## src/rtl/assert_macros.svh

```systemverilog
// ----------------------------------------------------------------------------
// assert_macros.svh
// Shared concurrent assertion macros for the RTL.
// ----------------------------------------------------------------------------
`ifndef ASSERT_MACROS_SVH
`define ASSERT_MACROS_SVH

// Same-cycle implication, disabled while reset is asserted (active low).
`define ASSERT_SAME(label, clk, rst_n, ante, cons, msg) \
    label: assert property (@(posedge clk) disable iff (!(rst_n)) (ante) |-> (cons)) \
        else $error(msg);

// Next-cycle implication, disabled while reset is asserted (active low).
`define ASSERT_NEXT(label, clk, rst_n, ante, cons, msg) \
    label: assert property (@(posedge clk) disable iff (!(rst_n)) (ante) |=> (cons)) \
        else $error(msg);

`endif

```

## src/rtl/sha256_pkg.sv

```systemverilog
`timescale 1ns / 1ps
// ----------------------------------------------------------------------------
// sha256_pkg
// Types, round constants and bit functions shared by the SHA-256 core.
// ----------------------------------------------------------------------------
package sha256_pkg;

    typedef logic [31:0]      t_word;
    typedef logic [0:7][31:0] t_hash;

    typedef struct packed {
        logic shift;   // advance the schedule line by one word
        logic ext;     // shift in the external word instead of the expanded one
    } t_sched_ctl;

    typedef struct packed {
        logic load;    // copy the hash words into a..h
        logic step;    // run one compression round
    } t_round_ctl;

    localparam t_word MARKER_WORD = 32'h8000_0000;
    localparam logic [3:0] LEN_HI_POS = 4'd14;

    localparam t_hash INIT_HASH = '{
        32'h6a09e667, 32'hbb67ae85, 32'h3c6ef372, 32'ha54ff53a,
        32'h510e527f, 32'h9b05688c, 32'h1f83d9ab, 32'h5be0cd19};

    localparam t_word ROUND_K [64] = '{
        32'h428a2f98, 32'h71374491, 32'hb5c0fbcf, 32'he9b5dba5,
        32'h3956c25b, 32'h59f111f1, 32'h923f82a4, 32'hab1c5ed5,
        32'hd807aa98, 32'h12835b01, 32'h243185be, 32'h550c7dc3,
        32'h72be5d74, 32'h80deb1fe, 32'h9bdc06a7, 32'hc19bf174,
        32'he49b69c1, 32'hefbe4786, 32'h0fc19dc6, 32'h240ca1cc,
        32'h2de92c6f, 32'h4a7484aa, 32'h5cb0a9dc, 32'h76f988da,
        32'h983e5152, 32'ha831c66d, 32'hb00327c8, 32'hbf597fc7,
        32'hc6e00bf3, 32'hd5a79147, 32'h06ca6351, 32'h14292967,
        32'h27b70a85, 32'h2e1b2138, 32'h4d2c6dfc, 32'h53380d13,
        32'h650a7354, 32'h766a0abb, 32'h81c2c92e, 32'h92722c85,
        32'ha2bfe8a1, 32'ha81a664b, 32'hc24b8b70, 32'hc76c51a3,
        32'hd192e819, 32'hd6990624, 32'hf40e3585, 32'h106aa070,
        32'h19a4c116, 32'h1e376c08, 32'h2748774c, 32'h34b0bcb5,
        32'h391c0cb3, 32'h4ed8aa4a, 32'h5b9cca4f, 32'h682e6ff3,
        32'h748f82ee, 32'h78a5636f, 32'h84c87814, 32'h8cc70208,
        32'h90befffa, 32'ha4506ceb, 32'hbef9a3f7, 32'hc67178f2};

    function automatic t_word big_sigma0(t_word x);
        return {x[1:0], x[31:2]} ^ {x[12:0], x[31:13]} ^ {x[21:0], x[31:22]};
    endfunction

    function automatic t_word big_sigma1(t_word x);
        return {x[5:0], x[31:6]} ^ {x[10:0], x[31:11]} ^ {x[24:0], x[31:25]};
    endfunction

    function automatic t_word small_sigma0(t_word x);
        return {x[6:0], x[31:7]} ^ {x[17:0], x[31:18]} ^ {3'b000, x[31:3]};
    endfunction

    function automatic t_word small_sigma1(t_word x);
        return {x[16:0], x[31:17]} ^ {x[18:0], x[31:19]} ^ {10'b0, x[31:10]};
    endfunction

    // Final word with fewer than four valid bytes: clear the rest, insert marker.
    function automatic t_word pad_short_word(t_word w, logic [2:0] nb);
        t_word r;
        case (nb)
            3'd0:    r = MARKER_WORD;
            3'd1:    r = {w[31:24], 24'h80_0000};
            3'd2:    r = {w[31:16], 16'h8000};
            3'd3:    r = {w[31:8], 8'h80};
            default: r = w;
        endcase
        return r;
    endfunction

endpackage

```

## src/rtl/sha256_sched.sv

```systemverilog
`timescale 1ns / 1ps
// ----------------------------------------------------------------------------
// sha256_sched
// Sixteen-word message schedule line: collects block words, then expands.
// ----------------------------------------------------------------------------
module sha256_sched
    import sha256_pkg::*;
(
    input  logic       i_clk,
    input  t_sched_ctl i_ctl,
    input  t_word      i_word,
    output t_word      o_w
);

    t_word r_w [16];
    t_word expanded;

    // W[t+16] from W[t], W[t+1], W[t+9], W[t+14]
    assign expanded = small_sigma1(r_w[14]) + r_w[9] + small_sigma0(r_w[1]) + r_w[0];
    assign o_w = r_w[0];

    always_ff @(posedge i_clk) begin
        if (i_ctl.shift) begin
            for (int i = 0; i < 15; i++) begin
                r_w[i] <= r_w[i + 1];
            end
            r_w[15] <= i_ctl.ext ? i_word : expanded;
        end
    end

endmodule

```

## src/rtl/sha256_round.sv

```systemverilog
`timescale 1ns / 1ps
// ----------------------------------------------------------------------------
// sha256_round
// Working variables a..h and the single shared compression round.
// ----------------------------------------------------------------------------
module sha256_round
    import sha256_pkg::*;
(
    input  logic       i_clk,
    input  t_round_ctl i_ctl,
    input  t_hash      i_hash,
    input  t_word      i_w,
    input  t_word      i_k,
    output t_hash      o_vars
);

    t_hash r_v;
    t_word t1;
    t_word t2;
    t_word choose;
    t_word major;

    assign choose = (r_v[4] & r_v[5]) ^ (~r_v[4] & r_v[6]);
    assign major  = (r_v[0] & r_v[1]) ^ (r_v[0] & r_v[2]) ^ (r_v[1] & r_v[2]);
    assign t1     = r_v[7] + big_sigma1(r_v[4]) + choose + i_k + i_w;
    assign t2     = big_sigma0(r_v[0]) + major;
    assign o_vars = r_v;

    always_ff @(posedge i_clk) begin
        if (i_ctl.load) begin
            r_v <= i_hash;
        end else if (i_ctl.step) begin
            r_v[7] <= r_v[6];
            r_v[6] <= r_v[5];
            r_v[5] <= r_v[4];
            r_v[4] <= r_v[3] + t1;
            r_v[3] <= r_v[2];
            r_v[2] <= r_v[1];
            r_v[1] <= r_v[0];
            r_v[0] <= t1 + t2;
        end
    end

endmodule

```

## src/rtl/sha256_hash_core.sv

```systemverilog
`timescale 1ns / 1ps
// ----------------------------------------------------------------------------
// sha256_hash_core
// Streaming SHA-256 hasher with one shared round unit and a small sequencer.
// ----------------------------------------------------------------------------
// Words are taken one per cycle while the core is idle. The sixteenth word of
// a block starts a compression that holds o_stall high while the single round
// unit runs the 64 rounds and then folds a..h into the hash. On a final word
// the core generates the marker, zero fill and length words itself, one per
// cycle outside compressions, compressing one or two more blocks, and then
// offers the eight digest words as eight output transactions, index 0 first.
// After the eighth is taken the core starts a new message from the initial
// values.
// ----------------------------------------------------------------------------
`include "assert_macros.svh"

module sha256_hash_core
    import sha256_pkg::*;
(
    input  logic        i_clk,
    input  logic        i_rst_n,
    input  logic        i_valid,
    output logic        o_stall,
    input  logic [31:0] i_message_word,
    input  logic [2:0]  i_valid_bytes,
    input  logic        i_final_word,
    output logic        o_valid,
    input  logic        i_stall,
    output logic [31:0] o_digest_word,
    output logic [2:0]  o_digest_index,
    output logic        o_digest_last
);

    localparam logic [2:0] ST_IDLE = 3'd0;
    localparam logic [2:0] ST_PAD  = 3'd1;
    localparam logic [2:0] ST_COMP = 3'd2;
    localparam logic [2:0] ST_FIN  = 3'd3;
    localparam logic [2:0] ST_OUT  = 3'd4;

    logic [2:0]  r_state, n_state;
    logic [3:0]  r_pos, n_pos;
    logic [5:0]  r_round, n_round;
    logic [63:0] r_bitlen, n_bitlen;
    logic        r_mark, n_mark;
    logic        r_len, n_len;
    logic        r_done, n_done;
    logic        r_pad, n_pad;
    logic [2:0]  r_idx, n_idx;
    t_hash       r_hash, n_hash;

    t_hash       vars;
    t_word       sched_w;
    t_word       absorb_word;
    logic        absorb;
    logic        in_fire;
    logic        out_fire;
    logic [2:0]  nb_sat;
    t_sched_ctl  sched_ctl;
    t_round_ctl  round_ctl;

    assign o_stall        = (r_state != ST_IDLE);
    assign o_valid        = (r_state == ST_OUT);
    assign o_digest_word  = r_hash[r_idx];
    assign o_digest_index = r_idx;
    assign o_digest_last  = (r_idx == 3'd7);

    assign in_fire  = i_valid && !o_stall;
    assign out_fire = o_valid && !i_stall;
    assign nb_sat   = i_valid_bytes[2] ? 3'd4 : i_valid_bytes;

    always_comb begin
        n_state  = r_state;
        n_pos    = r_pos;
        n_round  = r_round;
        n_bitlen = r_bitlen;
        n_mark   = r_mark;
        n_len    = r_len;
        n_done   = r_done;
        n_pad    = r_pad;
        n_idx    = r_idx;
        n_hash   = r_hash;
        absorb      = 1'b0;
        absorb_word = i_message_word;

        unique case (r_state)
            ST_IDLE: begin
                if (in_fire) begin
                    absorb = 1'b1;
                    if (!i_final_word) begin
                        n_bitlen = r_bitlen + 64'd32;
                    end else begin
                        n_bitlen = r_bitlen + {58'b0, nb_sat, 3'b000};
                        n_pad    = 1'b1;
                        n_state  = ST_PAD;
                        if (i_valid_bytes[2]) begin
                            n_mark = 1'b1;
                        end else begin
                            absorb_word = pad_short_word(i_message_word, nb_sat);
                        end
                    end
                end
            end
            ST_PAD: begin
                absorb = 1'b1;
                if (r_mark) begin
                    absorb_word = MARKER_WORD;
                    n_mark      = 1'b0;
                end else if (r_len) begin
                    absorb_word = r_bitlen[31:0];
                    n_len       = 1'b0;
                    n_done      = 1'b1;
                end else if (r_pos == LEN_HI_POS) begin
                    absorb_word = r_bitlen[63:32];
                    n_len       = 1'b1;
                end else begin
                    absorb_word = '0;
                end
            end
            ST_COMP: begin
                n_round = r_round + 6'd1;
                if (r_round == 6'd63) begin
                    n_state = ST_FIN;
                end
            end
            ST_FIN: begin
                for (int i = 0; i < 8; i++) begin
                    n_hash[i] = r_hash[i] + vars[i];
                end
                if (r_done) begin
                    n_state = ST_OUT;
                end else if (r_pad) begin
                    n_state = ST_PAD;
                end else begin
                    n_state = ST_IDLE;
                end
            end
            ST_OUT: begin
                if (out_fire) begin
                    n_idx = r_idx + 3'd1;
                    if (r_idx == 3'd7) begin
                        n_hash   = INIT_HASH;
                        n_bitlen = '0;
                        n_pad    = 1'b0;
                        n_done   = 1'b0;
                        n_state  = ST_IDLE;
                    end
                end
            end
            default: begin
                n_state = ST_IDLE;
            end
        endcase

        // The sixteenth word of a block starts a compression.
        if (absorb) begin
            n_pos = r_pos + 4'd1;
            if (r_pos == 4'd15) begin
                n_state = ST_COMP;
                n_round = '0;
            end
        end
    end

    assign sched_ctl.shift = absorb || (r_state == ST_COMP);
    assign sched_ctl.ext   = absorb;
    assign round_ctl.load  = absorb && (r_pos == 4'd15);
    assign round_ctl.step  = (r_state == ST_COMP);

    sha256_sched u_sched (
        .i_clk  (i_clk),
        .i_ctl  (sched_ctl),
        .i_word (absorb_word),
        .o_w    (sched_w)
    );

    sha256_round u_round (
        .i_clk  (i_clk),
        .i_ctl  (round_ctl),
        .i_hash (r_hash),
        .i_w    (sched_w),
        .i_k    (ROUND_K[r_round]),
        .o_vars (vars)
    );

    always_ff @(posedge i_clk) begin
        if (!i_rst_n) begin
            r_state  <= ST_IDLE;
            r_pos    <= '0;
            r_round  <= '0;
            r_bitlen <= '0;
            r_mark   <= 1'b0;
            r_len    <= 1'b0;
            r_done   <= 1'b0;
            r_pad    <= 1'b0;
            r_idx    <= '0;
            r_hash   <= INIT_HASH;
        end else begin
            r_state  <= n_state;
            r_pos    <= n_pos;
            r_round  <= n_round;
            r_bitlen <= n_bitlen;
            r_mark   <= n_mark;
            r_len    <= n_len;
            r_done   <= n_done;
            r_pad    <= n_pad;
            r_idx    <= n_idx;
            r_hash   <= n_hash;
        end
    end

    `ASSERT_SAME(a_out_blocks_in, i_clk, i_rst_n, o_valid, o_stall, "digest offered while input open")
    `ASSERT_SAME(a_round_idle, i_clk, i_rst_n, r_state != ST_COMP, r_round == 6'd0, "round count not at zero outside compression")
    `ASSERT_SAME(a_block_aligned, i_clk, i_rst_n, r_state == ST_COMP, r_pos == 4'd0, "compression started on a partial block")
    `ASSERT_NEXT(a_msg_restart, i_clk, i_rst_n, out_fire && o_digest_last, !o_stall && r_bitlen == 64'd0, "core not reset after last digest word")

endmodule

```

## config.mk

```make
export PLATFORM = sky130hd
export DESIGN_NAME = sha256_hash_core
export DESIGN_NICKNAME = d
export VERILOG_FILES = /design/src/rtl/sha256_pkg.sv /design/src/rtl/sha256_sched.sv /design/src/rtl/sha256_round.sv /design/src/rtl/sha256_hash_core.sv
export VERILOG_INCLUDE_DIRS = /design/src /design/src/rtl
export SDC_FILE = /design/constraint.sdc
export NUM_CORES = 2
export LEC_CHECK = 0
export BUFFER_PORTS_ARGS = -buffer_cell sky130_fd_sc_hd__buf_2
export CAP_MARGIN = 20
export CORE_MARGIN = 5
export CORE_UTILIZATION = 55
export DETAILED_ROUTE_END_ITERATION = 12
export GPL_TIMING_DRIVEN = 0
export PLACE_DENSITY = 0.71
export SYNTH_ARGS = -nofsm -noshare
export SYNTH_HDL_FRONTEND = slang
export SYNTH_SLANG_ARGS = --single-unit
```

## constraint.sdc

```tcl
create_clock -name i_clk -period 16.75 [get_ports i_clk]
set_clock_uncertainty 0.05 [all_clocks]
set_input_delay 3.35 -clock i_clk [delete_from_list [all_inputs] [get_ports i_clk]]
set_output_delay 3.35 -clock i_clk [all_outputs]
set_load 0.02 [all_outputs]
```

==> flow_summary.yaml <==
outcome:
  status: "finished clean"
logic_synthesis:
  synthesis.area_um2: 68060
  netlist_instances: 6680
  ys_seq_elements: 1105
  ys_warn_count: 0
  yosysTopAreaCellShare_pct: 33.88
  async_reset_ff_share_pct: 0
  synth_cell_types: 86
  synth_ff_type: "edfxtp_1"
  syn_area_per_cell_um2: 10.19
  syn_nets: 7332
  yosysTopAreaCell: "edfxtp_1"
  yosys-top-cells-area: "edfxtp_1 (34%), dfxtp_1 (9.9%), ha_1 (7.6%), fa_1 (5.8%), xnor2_1 (5.4%)"
  synth_edf_count: 768
  synth-seq-area-share_pct: 43.80
placement:
  io_buffers: 76
  place_congestion: 1.009
  dpl-instance-area_um2: 71370
  place_ws_ps: 5239
  dp_hpwl_um: 198000
grt:
  grt_pass1_wl_um: 361100
  grt_use_met2_pct: 51.74
  grt_use_met1_pct: 56.91
  top_usage_layer: "met1"
  grt_max_degree: 79
  grt-ovfl-total: 0
  grt_pass1_vias: 51850
  met3_usage_pct: 11.08
  grt_usage_pct: 37.84
  antenna_found_initial: 23
timing:
  hold_viol_final: 0
  setup_slack_ps: 4994
  post-route-period-util_pct: 70.19
  worst_slew_pin_slew_ps: 1292
  fmax_ghz: 0.08506
  slew_headroom_pct: 12.96
  whs_ps: 320.5
  period_needed_ps: 11760
  slew_violations: 0
  setup_viol: 0
  rsz0062_at_grt: "false"
floorplan:
  fp.coreArea_um2: 123300
  num_io_pins: 78
  die_y_um: 361.8
  num_rows: 129
  start_util_pct: 55.19
  dieArea_um2: 130900
  die_w_um: 361.8
power:
  ir_drop_uv: 226.5
  p_per_area_nw_per_um2: 147.1
  leakage_nw: 29.15
  power_mw: 11.13
detailed_routing:
  first_pass_iters: 6
  drc: 0
  detail_route.vias_per_cell: 6.438
  antenna_left: 0
  routed_wl_um: 254400
  vias: 55950
  drt-wirelength-per-cell_um: 29.28
  drt_iter0_markers: 7747
clocking:
  clockBufferDepth: 3
  htree_levels: 3
  cts_hold_buf: 0
  cts_sinks: 1105
  clk_pin_slew_worst_paths_ps: 70
  cts_buffers: 119
  cts-resized-gates: 0
  clkLatencyLatePin_ps: 810
  cts_tree: "built"
  root_buffer: "clkbuf_16"
  postCtsSetupRepairBufs: 0
layout:
  design_area_um2: 75670
  fin_util_pct: 61.36
  nets: 7585
  drive_gt1_share_pct: 7.076
  syn2layout_area_growth_pct: 11.17
worst_setup_path:
  arrival_ps: 12150
  cp.required_ps: 17140
  crit_slowest_cell: "dfxtp_1"
  cp-end-kind: "flop"
  critical-path-max-stage-delay_ps: 1080
  path_class: "reg -> reg"
  crit_end: "u_round.o_vars[255]$_DFFE_PP_"
  startpoint_type: "flop"
  reg2reg_from: "r_round[2]$_SDFF_PN0_"
  r2r_cells: 30
  r2r_slack_ps: 4990
  worstReg2RegEnd: "u_round.o_vars[255]$_DFFE_PP_"
  worstPathMaxFanout: 26
  startpoint: "r_round[2]$_SDFF_PN0_"
worst_hold_path:
  hold_path_depth: 0
  hp-class: "reg -> reg"
run:
  cap_violations: 0
==> worst min path at each step <==
| stage | slack, ps | start | end |
|---|---|---|---|
| after CTS | 330 | u_sched.r_w[0][183]$_DFFE_PP_ | u_sched.r_w[0][151]$_DFFE_PP_ |
| after global routing | 330 | u_sched.r_w[0][183]$_DFFE_PP_ | u_sched.r_w[0][151]$_DFFE_PP_ |
| after global placement | 350 | u_sched.r_w[1][134]$_DFFE_PP_ | u_sched.r_w[1][102]$_DFFE_PP_ |
| after detailed placement | 350 | u_sched.r_w[0][152]$_DFFE_PP_ | u_sched.r_w[0][120]$_DFFE_PP_ |
| final | 320 | u_sched.r_w[0][183]$_DFFE_PP_ | u_sched.r_w[0][151]$_DFFE_PP_ |
| after floorplan | 350 | u_sched.r_w[0][132]$_DFFE_PP_ | u_sched.r_w[0][100]$_DFFE_PP_ |
==> synth_stat cells (all sizes together), types with 50 or more instances <==
cell type and number:
a211oi 69, a21o 182, a21oi 470, a31oi 50
clkbuf 276, dfxtp 337, edfxtp 768, fa 198
ha 414, inv 259, mux2 54, mux4 68
nand2 955, nand2b 69, nand3 142, nor2 408
nor2b 95, nor3 115, o21a 64, o21ai 403
xnor2 423, xor2 205
==> cells in the final DEF, fill, tap and decap left out, types with 95 or more instances in the layout <==
cell type / Yosys / layout
dfxtp_1: 337 / 337
nand3_1: 142 / 142
xnor2_1: 423 / 423
a21o_1: 182 / 182
clkbuf_16: 0 / 120
xor2_1: 205 / 205
nor2b_1: 95 / 95
nor2_1: 408 / 407
inv_1: 259 / 259
fa_1: 198 / 198
ha_1: 414 / 414
o21ai_0: 398 / 395
nor3_1: 115 / 115
edfxtp_1: 768 / 768
nand2_1: 955 / 955
clkbuf_1: 276 / 290
a21oi_1: 469 / 469
==> worst max-delay path: cells and delay by family, from the launching register on <==
| family | cells | cell delay, ps |
|---|---|---|
| flops | 1 | 1080 |
| buf+inv | 5 | 1230 |
| simple gates | 2 | 730 |
| xor+xnor | 3 | 1050 |
| compound gates | 15 | 4880 |
| fa+ha+maj | 5 | 2330 |
==> sequential cells by signal, summed over array words and instances (netlist names) <==
name,count
o_digest_index,3
u_sched.r_w,512
u_round.o_vars,256
r_pad,1
r_bitlen,61
r_mark,1
r_pos,4
r_len,1
r_hash,256
r_state,3
r_done,1
r_round,6
==> through the flow <==
stage | instances | TNS [ps]
floorplan | 6680 | 0
global placement | 8393 | -1161750
detailed placement | 8438 | 0
CTS | 8664 | 0
global route | 8675 | 0
finish | 8690 | 0
==> per-layer routing <==
layer  part of all wire, %  vias to the layer above
met4                   4.1                       12
li1                      -                    24460
met2                    40                     3438
met5                 0.031                        -
met1                    43                    27510
met3                    13                      533
==> kinds of logic (layout without fill, tap and decap cells) <==
| family | after synthesis | count (layout) | share of synthesized area [%] |
|---|---|---|---|
| adder cells (fa/ha/maj) | 634 | 634 | 13.76 |
| AND/OR/NAND/NOR | 1972 | 1972 | 12.74 |
| AO/OA/AOI/OAI | 1633 | 1633 | 15.07 |
| flip-flops | 1105 | 1105 | 43.80 |
| XOR/XNOR | 629 | 629 | 8.114 |
| multiplexers | 138 | 138 | 3.379 |
| buffers and inverters | 569 | 927 | 3.140 |
| other | 0 | 15 | 0 |
==> where the power goes <==
group	total, mW	switching [mW]	internal (mW)
clock network	2.79	1.22	1.57
registers	3.52	0.171	3.35
logic	4.82	2.98	1.84
==> cell type report <==
cell class              count  area (µm²)
clock buffers             149        3202
diodes                     15       37.54
well taps                1637        2048
flip-flops and latches   1105       29810
inverters                 259       972.2
fillers                 10340       47650
multi-input cells        5006       36140
repair buffers            132        1345
clock inverters            77       942.2
plain buffers             310        1174
No activity file was read; power rests on OpenSTA's default activity.
